`config.mk`:
```
export PLATFORM = sky130hd
export DESIGN_NAME = tcce_useq
export DESIGN_NICKNAME = d
export VERILOG_FILES = /design/src/rtl/tcce_pkg.sv /design/src/rtl/tcce_useq.sv
export SDC_FILE = /design/constraint.sdc
export NUM_CORES = 1
export LEC_CHECK = 0
export BUFFER_PORTS_ARGS = -buffer_cell sky130_fd_sc_hd__buf_4
export CORE_UTILIZATION = 45
export CTS_BUF_LIST = sky130_fd_sc_hd__clkbuf_8
export DETAILED_ROUTE_END_ITERATION = 7
export PLACE_DENSITY = 0.77
export SLEW_MARGIN = 25
export SYNTH_ARGS = -nofsm -noshare
export SYNTH_HDL_FRONTEND = slang
export SYNTH_SLANG_ARGS = --single-unit
```
`constraint.sdc`:
```
create_clock -name clk -period 2.9 [get_ports clk]
set_clock_uncertainty 0.05 [all_clocks]
set_input_delay 0.29 -clock clk [delete_from_list [all_inputs] [get_ports clk]]
set_output_delay 0.29 -clock clk [all_outputs]
set_load 0.1 [all_outputs]
```
`src/rtl/tcce_pkg.sv`:
```
`timescale 1ns / 1ps
`default_nettype none

package tcce_pkg;

  localparam int KIND_W = 3;
  localparam int BYTE_W = 8;
  localparam int ROW_W  = 5;
  localparam int COL_W  = 7;
  localparam int CPOS_W = 11;
  localparam int CELL_W = 16;
  localparam int STEP_W = 4;

  localparam logic [KIND_W-1:0] KIND_PUT   = 3'd0;
  localparam logic [KIND_W-1:0] KIND_BACK  = 3'd1;
  localparam logic [KIND_W-1:0] KIND_MOVE  = 3'd2;
  localparam logic [KIND_W-1:0] KIND_CLEAR = 3'd3;
  localparam logic [KIND_W-1:0] KIND_READ  = 3'd4;

  localparam logic [BYTE_W-1:0] CHAR_SPACE       = 8'd32;
  localparam logic [BYTE_W-1:0] CHAR_NEWLINE     = 8'd10;
  localparam logic [BYTE_W-1:0] BLANK_ATTR_RESET = 8'd15;

  typedef enum logic [2:0] {
    CUR_HOLD = 3'd0,
    CUR_PUT  = 3'd1,
    CUR_BACK = 3'd2,
    CUR_MOVE = 3'd3,
    CUR_HOME = 3'd4
  } cur_op_t;

  typedef enum logic [1:0] {
    WALK_HOLD = 2'd0,
    WALK_ZERO = 2'd1,
    WALK_INC  = 2'd2
  } walk_op_t;

  typedef enum logic [2:0] {
    MEM_NONE       = 3'd0,
    MEM_PUT        = 3'd1,
    MEM_BACK       = 3'd2,
    MEM_FILL_RST   = 3'd3,
    MEM_FILL       = 3'd4,
    MEM_COPY       = 3'd5,
    MEM_READ_AHEAD = 3'd6,
    MEM_READ_TGT   = 3'd7
  } mem_op_t;

  typedef enum logic [2:0] {
    COND_ALWAYS    = 3'd0,
    COND_ACCEPT    = 3'd1,
    COND_WRAP_LAST = 3'd2,
    COND_WALK_COPY = 3'd3,
    COND_WALK_LAST = 3'd4,
    COND_OUT_FREE  = 3'd5
  } cond_t;

  typedef struct packed {
    logic              in_ready;
    logic              out_load;
    cur_op_t           cur_op;
    walk_op_t          walk_op;
    mem_op_t           mem_op;
    cond_t             cond;
    logic [STEP_W-1:0] jmp;
    logic [STEP_W-1:0] nxt;
  } ctrl_t;

  typedef struct packed {
    logic              accept;
    logic [KIND_W-1:0] kind;
    logic              wrap_last;
    logic              walk_copy_end;
    logic              walk_last;
    logic              out_free;
  } stat_t;

endpackage

`default_nettype wire

```
`src/rtl/tcce_useq.sv`:
```
`timescale 1ns / 1ps
`default_nettype none

module tcce_useq (
  input  wire logic            clk,
  input  wire logic            rst,
  input  wire tcce_pkg::stat_t stat,
  output tcce_pkg::ctrl_t      ctrl
);

  localparam logic [tcce_pkg::STEP_W-1:0] S_INIT   = 4'd0;
  localparam logic [tcce_pkg::STEP_W-1:0] S_IDLE   = 4'd1;
  localparam logic [tcce_pkg::STEP_W-1:0] S_PUT    = 4'd2;
  localparam logic [tcce_pkg::STEP_W-1:0] S_SCR0   = 4'd3;
  localparam logic [tcce_pkg::STEP_W-1:0] S_SCR1   = 4'd4;
  localparam logic [tcce_pkg::STEP_W-1:0] S_SCR2   = 4'd5;
  localparam logic [tcce_pkg::STEP_W-1:0] S_BACK   = 4'd6;
  localparam logic [tcce_pkg::STEP_W-1:0] S_MOVE   = 4'd7;
  localparam logic [tcce_pkg::STEP_W-1:0] S_CLEAR  = 4'd8;
  localparam logic [tcce_pkg::STEP_W-1:0] S_READ   = 4'd9;
  localparam logic [tcce_pkg::STEP_W-1:0] S_FINISH = 4'd10;

  logic [tcce_pkg::STEP_W-1:0] upc;
  logic [tcce_pkg::STEP_W-1:0] upc_next;
  logic                        taken;

  // Microprogram: jmp if cond holds (by kind on accept), else nxt.
  function automatic tcce_pkg::ctrl_t rom_word(input logic [tcce_pkg::STEP_W-1:0] s);
    tcce_pkg::ctrl_t w;
    w.in_ready = 1'b0;
    w.out_load = 1'b0;
    w.cur_op   = tcce_pkg::CUR_HOLD;
    w.walk_op  = tcce_pkg::WALK_HOLD;
    w.mem_op   = tcce_pkg::MEM_NONE;
    w.cond     = tcce_pkg::COND_ALWAYS;
    w.jmp      = S_IDLE;
    w.nxt      = S_IDLE;
    unique case (s)
      S_INIT: begin
        w.mem_op  = tcce_pkg::MEM_FILL_RST;
        w.walk_op = tcce_pkg::WALK_INC;
        w.cond    = tcce_pkg::COND_WALK_LAST;
        w.jmp     = S_IDLE;
        w.nxt     = S_INIT;
      end
      S_IDLE: begin
        w.in_ready = 1'b1;
        w.walk_op  = tcce_pkg::WALK_ZERO;
        w.cond     = tcce_pkg::COND_ACCEPT;
        w.nxt      = S_IDLE;
      end
      S_PUT: begin
        w.cur_op = tcce_pkg::CUR_PUT;
        w.mem_op = tcce_pkg::MEM_PUT;
        w.cond   = tcce_pkg::COND_WRAP_LAST;
        w.jmp    = S_SCR0;
        w.nxt    = S_FINISH;
      end
      S_SCR0: begin
        w.mem_op = tcce_pkg::MEM_READ_AHEAD;
        w.jmp    = S_SCR1;
      end
      S_SCR1: begin
        w.mem_op  = tcce_pkg::MEM_COPY;
        w.walk_op = tcce_pkg::WALK_INC;
        w.cond    = tcce_pkg::COND_WALK_COPY;
        w.jmp     = S_SCR2;
        w.nxt     = S_SCR1;
      end
      S_SCR2: begin
        w.mem_op  = tcce_pkg::MEM_FILL;
        w.walk_op = tcce_pkg::WALK_INC;
        w.cond    = tcce_pkg::COND_WALK_LAST;
        w.jmp     = S_FINISH;
        w.nxt     = S_SCR2;
      end
      S_BACK: begin
        w.cur_op = tcce_pkg::CUR_BACK;
        w.mem_op = tcce_pkg::MEM_BACK;
        w.jmp    = S_FINISH;
      end
      S_MOVE: begin
        w.cur_op = tcce_pkg::CUR_MOVE;
        w.jmp    = S_FINISH;
      end
      S_CLEAR: begin
        w.cur_op  = tcce_pkg::CUR_HOME;
        w.mem_op  = tcce_pkg::MEM_FILL;
        w.walk_op = tcce_pkg::WALK_INC;
        w.cond    = tcce_pkg::COND_WALK_LAST;
        w.jmp     = S_FINISH;
        w.nxt     = S_CLEAR;
      end
      S_READ: begin
        w.mem_op = tcce_pkg::MEM_READ_TGT;
        w.jmp    = S_FINISH;
      end
      S_FINISH: begin
        w.out_load = 1'b1;
        w.cond     = tcce_pkg::COND_OUT_FREE;
        w.jmp      = S_IDLE;
        w.nxt      = S_FINISH;
      end
      default: begin
        w.jmp = S_IDLE;
      end
    endcase
    return w;
  endfunction

  function automatic logic [tcce_pkg::STEP_W-1:0] dispatch(
    input logic [tcce_pkg::KIND_W-1:0] k
  );
    logic [tcce_pkg::STEP_W-1:0] d;
    unique case (k)
      tcce_pkg::KIND_PUT:   d = S_PUT;
      tcce_pkg::KIND_BACK:  d = S_BACK;
      tcce_pkg::KIND_MOVE:  d = S_MOVE;
      tcce_pkg::KIND_CLEAR: d = S_CLEAR;
      tcce_pkg::KIND_READ:  d = S_READ;
      default:              d = S_FINISH;
    endcase
    return d;
  endfunction

  always_comb begin
    ctrl = rom_word(upc);
  end

  always_comb begin
    unique case (ctrl.cond)
      tcce_pkg::COND_ALWAYS:    taken = 1'b1;
      tcce_pkg::COND_ACCEPT:    taken = stat.accept;
      tcce_pkg::COND_WRAP_LAST: taken = stat.wrap_last;
      tcce_pkg::COND_WALK_COPY: taken = stat.walk_copy_end;
      tcce_pkg::COND_WALK_LAST: taken = stat.walk_last;
      tcce_pkg::COND_OUT_FREE:  taken = stat.out_free;
      default:                  taken = 1'b0;
    endcase
    if (!taken) begin
      upc_next = ctrl.nxt;
    end else if (ctrl.cond == tcce_pkg::COND_ACCEPT) begin
      upc_next = dispatch(stat.kind);
    end else begin
      upc_next = ctrl.jmp;
    end
  end

  always_ff @(posedge clk) begin
    if (rst) begin
      upc <= S_INIT;
    end else begin
      upc <= upc_next;
    end
  end

endmodule

`default_nettype wire

```
==> impl_metrics.env, run 1 <==
export IMPL_antennaDiodeCount=0
export IMPL_antenna_found_initial=0
export IMPL_drive_gt1_frac=0.418
export IMPL_tritoncts="done"
export IMPL_synthCells=96
export IMPL_critPathLaunchType="register"
export IMPL_grt_start_max_net_pins=23
export IMPL_core_area_um2=1350
export IMPL_ys_top_cells_by_area="dfxtp_1 (12%), a21oi_1 (5.9%), o21ai_0 (5.1%)"
export IMPL_timing_critical_path_cells="inv_1 -> mux2_2 -> o22ai_2 -> buf_4"
export IMPL_cts_root_buf="clkbuf_8"
export IMPL_fin_setup_tns_ns=0
export IMPL_dp_cells=134
export IMPL_top_regs="upc x4"
export IMPL_grt_overflow_total=0
export IMPL_crit_type="reg2out"
export IMPL_seqCellArea_um2=80.1
export IMPL_num_nets_final=134
export IMPL_hold_violations=0
export IMPL_max_freq_mhz=417
export IMPL_final_util=0.728
export IMPL_critical_path_max_stage_delay_ns=0.76
export IMPL_finalMaxSlewViolations=0
export IMPL_hold_path_class="in2reg"
export IMPL_critPathBufInv=2
export IMPL_post_route_min_period_ns=2.40
export IMPL_largest_reg_flops=4
export IMPL_multi_input_comb_area_um2=584
export IMPL_post_drt_wl_per_cell_um=14.0
export IMPL_yosysTopAreaCell="dfxtp_1"
export IMPL_ys_seq_area_frac=0.117
export IMPL_cp_top_family="flip-flops"
export IMPL_finalWirelength_um=1920
export IMPL_maxCapViolCount=0
export IMPL_ys_warn_count=0
export IMPL_synth_seq_cells=4
export IMPL_cts_buffers=3
export IMPL_crit_fanout=22
export IMPL_die_h_um=41.0
export IMPL_yosysUniqueCellTypes=41
export IMPL_die_w_um=41.0
export IMPL_clk_latency_ns=0.21
export IMPL_final_common_cell="buf_4"
export IMPL_async_flop_share=0
export IMPL_drt_initial_drc_count=30
export IMPL_grt_pass1_wl_um=2570
export IMPL_synth_top_area_share=0.117
export IMPL_synthesis_nets=106
export IMPL_crit_path_end_kind="output pin"
export IMPL_initial_core_util=0.506
export IMPL_vias=821
export IMPL_clockBufferDepth=2
export IMPL_fin_crit_sh=0.827
export IMPL_ctsHoldBuffers=0
export IMPL_syn_area_um2=683
export IMPL_status="completed"
export IMPL_track_usage=0.226
export IMPL_dp_hpwl_um=1400
export IMPL_syn_area_per_cell_um2=7.12
export IMPL_rrSetupSlack_ns=0.65
export IMPL_ant_nets=0
export IMPL_cts_setup_buffers=0
export IMPL_synth_edf_count=0
export IMPL_slowest_stage="dfxtp_1"
export IMPL_drt_vias_per_instance=5.99
export IMPL_fin_cells=137
export IMPL_io_buffers=30
export IMPL_slew_headroom=0.481
export IMPL_die_area_um2=1680
export IMPL_final_cell_mix="buf_4 (32), nand2_1 (8), a21oi_1 (7), nor2_1 (6)"
export IMPL_path_clk_slew_ns=0.03
export IMPL_largest_register="upc"
export IMPL_rsz0062_at_grt="no"
export IMPL_cts_sinks=4
export IMPL_h_tree_depth=1
export IMPL_crit_required_ns=2.56
export IMPL_postCtsResizedCells=0
export IMPL_rows=13
export IMPL_synth_top_flop_cell="dfxtp_1"
export IMPL_cp_arrival_ns=2.06
export IMPL_firstDrtPassIters=4
export IMPL_io_pins=31
export IMPL_grt_pass1_vias=594
export IMPL_fillers=109
export IMPL_area_growth_pct=44.0
export IMPL_final_setup_viol_count=0
export IMPL_worst_slew_pin_slew_ns=0.778
export IMPL_drc=0
export IMPL_routabilityCongestion=0.748
worst paths after layout:
kind | from | end | depth (start not counted)
hold / removal | rst | upc[1]$_SDFF_PP0_ | 3
setup / recovery | upc[3]$_SDFF_PP0_ | ctrl[8] | 4
setup reg to reg | upc[0]$_SDFF_PP0_ | upc[3]$_SDFF_PP0_ | 4
hold reg to reg | upc[2]$_SDFF_PP0_ | upc[0]$_SDFF_PP0_ | 4
synthesized netlist by cell type, types with 2 or more instances:
master and instances:
or3b_1 2, clkbuf_1 4, nand2b_1 4, o21ai_0 7, buf_2 4, nor2_1 6
a21oi_1 8, dfxtp_1 4, xnor2_1 3, nand2_1 8, nor3_1 5, mux2i_1 2
o22ai_1 3, mux2_4 2, a21o_1 2, inv_1 5, nor2b_1 3
kinds of logic (layout without fill, tap and decap cells):
family | Yosys count | after routing | share of synthesized area
compound gates | 34 | 34 | 0.368
xor+xnor | 3 | 3 | 0.0385
buf+inv | 14 | 40 | 0.0952
flops | 4 | 4 | 0.117
mux | 5 | 5 | 0.0897
simple gates | 36 | 36 | 0.291
through the flow:
step / worst slack (ns) / hold slack, ns / area, um2
finish: 0.503 / 0.392 / 983
floorplan: -0.000752 / 0.443 / 729
global route: 0.461 / 0.408 / 983
detailed placement: 0.694 / 0.600 / 942
CTS: 0.529 / 0.381 / 983
global placement: 0.735 / 0.573 / 942
worst reg2reg max path: stages (launching register included):
cell and delay [ns]:
dfxtp_1 0.81, mux2_4 0.36, a32o_2 0.24, a221oi_4 0.34, mux2_4 0.33
per-layer routing:
layer	share of wire	global-route usage	up-vias
met5	0	0	-
met4	0	0.0500	0
met3	0.065	0	0
met2	0.48	0.410	37
met1	0.45	0.294	377
li1	-	-	407
final cells by class:
| type | instances | share of cell area |
|---|---|---|
| Timing Repair Buffer | 32 | 0.244 |
| Clock buffer | 3 | 0.0420 |
| Inverter | 5 | 0.0191 |
| Tap cell | 15 | 0.0191 |
| Sequential cell | 4 | 0.0814 |
| Multi-Input combinational cell | 78 | 0.594 |
Power of run 1 is left out: the tool's default activity adds up to more than one toggle a clock period on the data nets, which glitch-free logic cannot reach.
==> run 2: changes to the inputs <==
Settings changed: CORE_UTILIZATION 45 to 43.
Clock period 2.9 ns to 2 ns, I/O delays scaled along.
==> impl_metrics.env, run 2 (same netlist as run 1, synthesis figures left out) <==
export IMPL_antennaDiodeCount=0
export IMPL_crit_path_end_kind="output pin"
export IMPL_io_pins=31
export IMPL_initial_core_util=0.459
export IMPL_area_growth_pct=70.0
export IMPL_post_route_min_period_ns=1.95
export IMPL_top_regs="upc x4"
export IMPL_grt_start_max_net_pins=20
export IMPL_vias=850
export IMPL_drt_vias_per_instance=5.86
export IMPL_min_delay_start="rst"
export IMPL_final_common_cell="buf_4"
export IMPL_final_cell_mix="buf_4 (35), nand2_1 (8), a21oi_1 (6), inv_1 (5), o21ai_0 (5)"
export IMPL_dp_hpwl_um=1690
export IMPL_rsz0062_at_grt="no"
export IMPL_drt_initial_drc_count=17
export IMPL_ctsHoldBuffers=0
export IMPL_placedInstanceArea_um2=1100
export IMPL_hold_violations=0
export IMPL_clockBufferDepth=2
export IMPL_hold_ws_ns=0.255
export IMPL_finalMaxSlewViolations=0
export IMPL_antenna_found_initial=0
export IMPL_tritoncts="done"
export IMPL_slew_headroom=0.755
export IMPL_cts_root_buf="clkbuf_8"
export IMPL_fillers=118
export IMPL_holdPathStages=3
export IMPL_status="completed"
export IMPL_startpoint="upc[1]$_SDFF_PP0_"
export IMPL_fin_crit_sh=0.973
export IMPL_die_h_um=41.9
export IMPL_reg2reg_from="upc[0]$_SDFF_PP0_"
export IMPL_grt_pass1_wl_um=3900
export IMPL_drc=0
export IMPL_reg2regPathDepth=4
export IMPL_ant_nets=0
export IMPL_firstDrtPassIters=5
export IMPL_h_tree_depth=1
export IMPL_grt_overflow_total=0
export IMPL_hold_path_class="in2reg"
export IMPL_final_util=0.780
export IMPL_cts_setup_buffers=0
export IMPL_crit_required_ns=1.75
export IMPL_largest_register="upc"
export IMPL_grt_pass1_vias=796
export IMPL_stdcell_area_um2=1160
export IMPL_fin_cells=145
export IMPL_path_clk_slew_ns=0.03
export IMPL_finalWirelength_um=2310
export IMPL_final_setup_viol_count=0
export IMPL_routabilityCongestion=0.790
export IMPL_clk_latency_ns=0.22
export IMPL_rows=14
export IMPL_cts_sinks=4
export IMPL_post_drt_wl_per_cell_um=15.9
export IMPL_cts_buffers=3
export IMPL_core_area_um2=1490
export IMPL_largest_reg_flops=4
export IMPL_max_freq_mhz=514
export IMPL_die_w_um=41.9
export IMPL_num_nets_final=141
export IMPL_critPathLaunchType="register"
export IMPL_die_area_um2=1750
export IMPL_crit_type="reg2out"
export IMPL_io_buffers=30
export IMPL_track_usage=0.282
export IMPL_drive_gt1_frac=0.558
export IMPL_worst_slew_pin_slew_ns=0.363
export IMPL_dp_cells=142
export IMPL_cp_arrival_ns=1.70
export IMPL_crit_fanout=16
export IMPL_maxCapViolCount=0
## run 2: cell types whose count changed in the layout (fill, tap and decap cells not counted), sizes merged
cell	before	now
buf	32	39
## run 2: worst paths after layout
check | endpoint | slack (ns)
max reg2reg | upc[3]$_SDFF_PP0_ | 0.19
max | ctrl[8] | 0.05
min reg2reg | upc[0]$_SDFF_PP0_ | 0.77
min | upc[1]$_SDFF_PP0_ | 0.25
## run 2: area by class of cell
class	count	area (um2)	share of cell area
Tap cell	16	20.0	0.0172
Clock buffer	3	41.3	0.0356
Multi-Input combinational cell	78	678	0.584
Timing Repair Buffer	39	317	0.273
Sequential cell	4	86.3	0.0744
Inverter	5	18.8	0.0162
## run 2: timing repair
action                     4_1_cts  5_1_grt
hold endpoints to repair         0        0
gates resized for setup          3        3
pin swaps                        0        0
setup endpoints to repair        2        5
## run 2: metrics by stage
stage,setup TNS (ns),setup WS (ns)
floorplan,-0.977,-0.344
global placement,0,0.236
detailed placement,0,0.193
CTS,0,0.0198
global route,0,0.00896
finish,0,0.0533
## run 2: critical path, stage by stage, from the launching register on
cell	delay (ns)
dfxtp_2	0.54
nand2b_1	0.21
mux2_2	0.33
o22ai_4	0.08
buf_4	0.31
## run 2: layer usage
metal | routed length (um) | global-route usage
met1 | 976 | 0.362
met2 | 1170 | 0.481
met3 | 131 | 0.0565
met4 | 27 | 0.0710
met5 | 0 | 0
Power of run 2 is left out for the same reason.
==> run 3: changes to the inputs <==
Settings changed: BUFFER_PORTS_ARGS -buffer_cell sky130_fd_sc_hd__buf_4 to unset, CORE_UTILIZATION 43 to 45, DONT_BUFFER_PORTS set to 1, PLACE_DENSITY 0.77 to unset.
==> impl_metrics.env, run 3 (same netlist as run 1, synthesis figures left out) <==
export IMPL_fin_setup_tns_ns=0
export IMPL_slew_headroom=0.638
export IMPL_drc=0
export IMPL_drt_initial_drc_count=44
export IMPL_drt_vias_per_instance=7.06
export IMPL_routabilityCongestion=0.762
export IMPL_antenna_found_initial=0
export IMPL_reg2regPathDepth=4
export IMPL_cts_sinks=4
export IMPL_status="completed"
export IMPL_largest_register="upc"
export IMPL_critPathLaunchType="register"
export IMPL_cts_buffers=3
export IMPL_finalMaxSlewViolations=0
export IMPL_area_growth_pct=91.0
export IMPL_stdcell_area_um2=1310
export IMPL_num_nets_final=132
export IMPL_hold_path_class="in2reg"
export IMPL_max_freq_mhz=503
export IMPL_worst_slew_pin_slew_ns=0.529
export IMPL_post_route_min_period_ns=1.99
export IMPL_path_clk_slew_ns=0.04
export IMPL_drive_gt1_frac=0.533
export IMPL_finalWirelength_um=3270
export IMPL_rrSetupSlack_ns=0.13
export IMPL_final_setup_viol_count=0
export IMPL_hold_violations=0
export IMPL_tritoncts="done"
export IMPL_fillers=27
export IMPL_cts_setup_buffers=0
export IMPL_placedInstanceArea_um2=1240
export IMPL_vias=953
export IMPL_critPathBufInv=2
export IMPL_cp_top_family="simple AND/OR/NAND/NOR gates"
export IMPL_die_w_um=41.0
export IMPL_top_regs="upc x4"
export IMPL_initial_core_util=0.506
export IMPL_timing_critical_path_cells="buf_6 -> or3b_1 -> a21boi_2 -> buf_12"
export IMPL_firstDrtPassIters=4
export IMPL_cp_arrival_ns=1.74
export IMPL_crit_required_ns=1.75
export IMPL_crit_end="ctrl[4]"
export IMPL_fin_crit_sh=0.995
export IMPL_h_tree_depth=1
export IMPL_die_h_um=41.0
export IMPL_dp_hpwl_um=1790
export IMPL_post_drt_wl_per_cell_um=24.2
export IMPL_cts_root_buf="clkbuf_8"
export IMPL_grt_overflow_total=0
export IMPL_crit_cells=4
export IMPL_grt_start_max_net_pins=27
export IMPL_antennaDiodeCount=0
export IMPL_grt_pass1_wl_um=4240
export IMPL_maxCapViolCount=0
export IMPL_crit_type="reg2out"
export IMPL_final_cell_mix="buf_12 (18), buf_4 (11), nand2_1 (7), inv_1 (5), o21ai_0 (5)"
export IMPL_holdPathStages=2
export IMPL_core_area_um2=1350
export IMPL_grt_pass1_vias=855
export IMPL_startpoint="upc[3]$_SDFF_PP0_"
export IMPL_crit_path_end_kind="output pin"
export IMPL_critical_path_max_stage_delay_ns=0.49
export IMPL_rows=13
export IMPL_final_common_cell="buf_12"
export IMPL_die_area_um2=1680
export IMPL_ant_nets=0
export IMPL_track_usage=0.399
export IMPL_slowest_stage="or3b_1"
export IMPL_clockBufferDepth=2
export IMPL_crit_fanout=17
export IMPL_largest_reg_flops=4
export IMPL_reg2reg_from="upc[0]$_SDFF_PP0_"
export IMPL_io_pins=31
export IMPL_io_buffers=0
export IMPL_rr_endpoint="upc[3]$_SDFF_PP0_"
export IMPL_clk_latency_ns=0.22
==> run 3: cell count changes in the layout (fill, tap and decap cells not counted), sizes merged <==
cell  change
buf       -9
==> run 3: layout make-up <==
| class | count | area, um2 | share of cell area |
|---|---|---|---|
| Sequential cell | 4 | 88.8 | 0.0681 |
| Inverter | 5 | 18.8 | 0.0144 |
| Multi-Input combinational cell | 78 | 683 | 0.523 |
| Clock buffer | 3 | 41.3 | 0.0316 |
| Tap cell | 15 | 18.8 | 0.0144 |
| Timing Repair Buffer | 30 | 454 | 0.348 |
==> run 3: worst min-delay path by stage <==
stage | startpoint | to
floorplan | rst | upc[1]$_SDFF_PP0_
global placement | rst | upc[1]$_SDFF_PP0_
detailed placement | rst | upc[1]$_SDFF_PP0_
CTS | rst | upc[1]$_SDFF_PP0_
global route | rst | upc[1]$_SDFF_PP0_
finish | rst | upc[1]$_SDFF_PP0_
==> run 3: worst register-to-register path, stage by stage (launching register included) <==
cell      delay, ns
dfxtp_4        0.43
mux2_4         0.33
a32o_2         0.24
a221oi_4       0.37
mux2_4         0.33
==> run 3: per-stage QoR <==
step / cells / hold WS, ns / worst slack [ns] / util
after floorplan: 96 / 0.346 / -0.344 / -
after global placement: 132 / 0.381 / 0.152 / 0.922
after detailed placement: 132 / 0.381 / 0.112 / 0.922
after CTS: 135 / 0.166 / 0.0221 / 0.956
after global routing: 135 / 0.194 / -0.0517 / 0.967
final: 135 / 0.182 / 0.0103 / 0.967
==> run 3: metal layers <==
metal	vias to the layer above	global-route usage	wire length (um)
li1	399	-	-
met1	454	0.403	1200
met2	86	0.707	1620
met3	14	0.103	331
met4	0	0.267	121
met5	-	0	0
==> run 3: repair_timing <==
action,in CTS,in global routing
hold buffers,0,0
gates resized for setup,2,4
endpoints found under the setup margin,1,3
endpoints found under the hold margin,0,0
Power of run 3 is left out for the same reason.
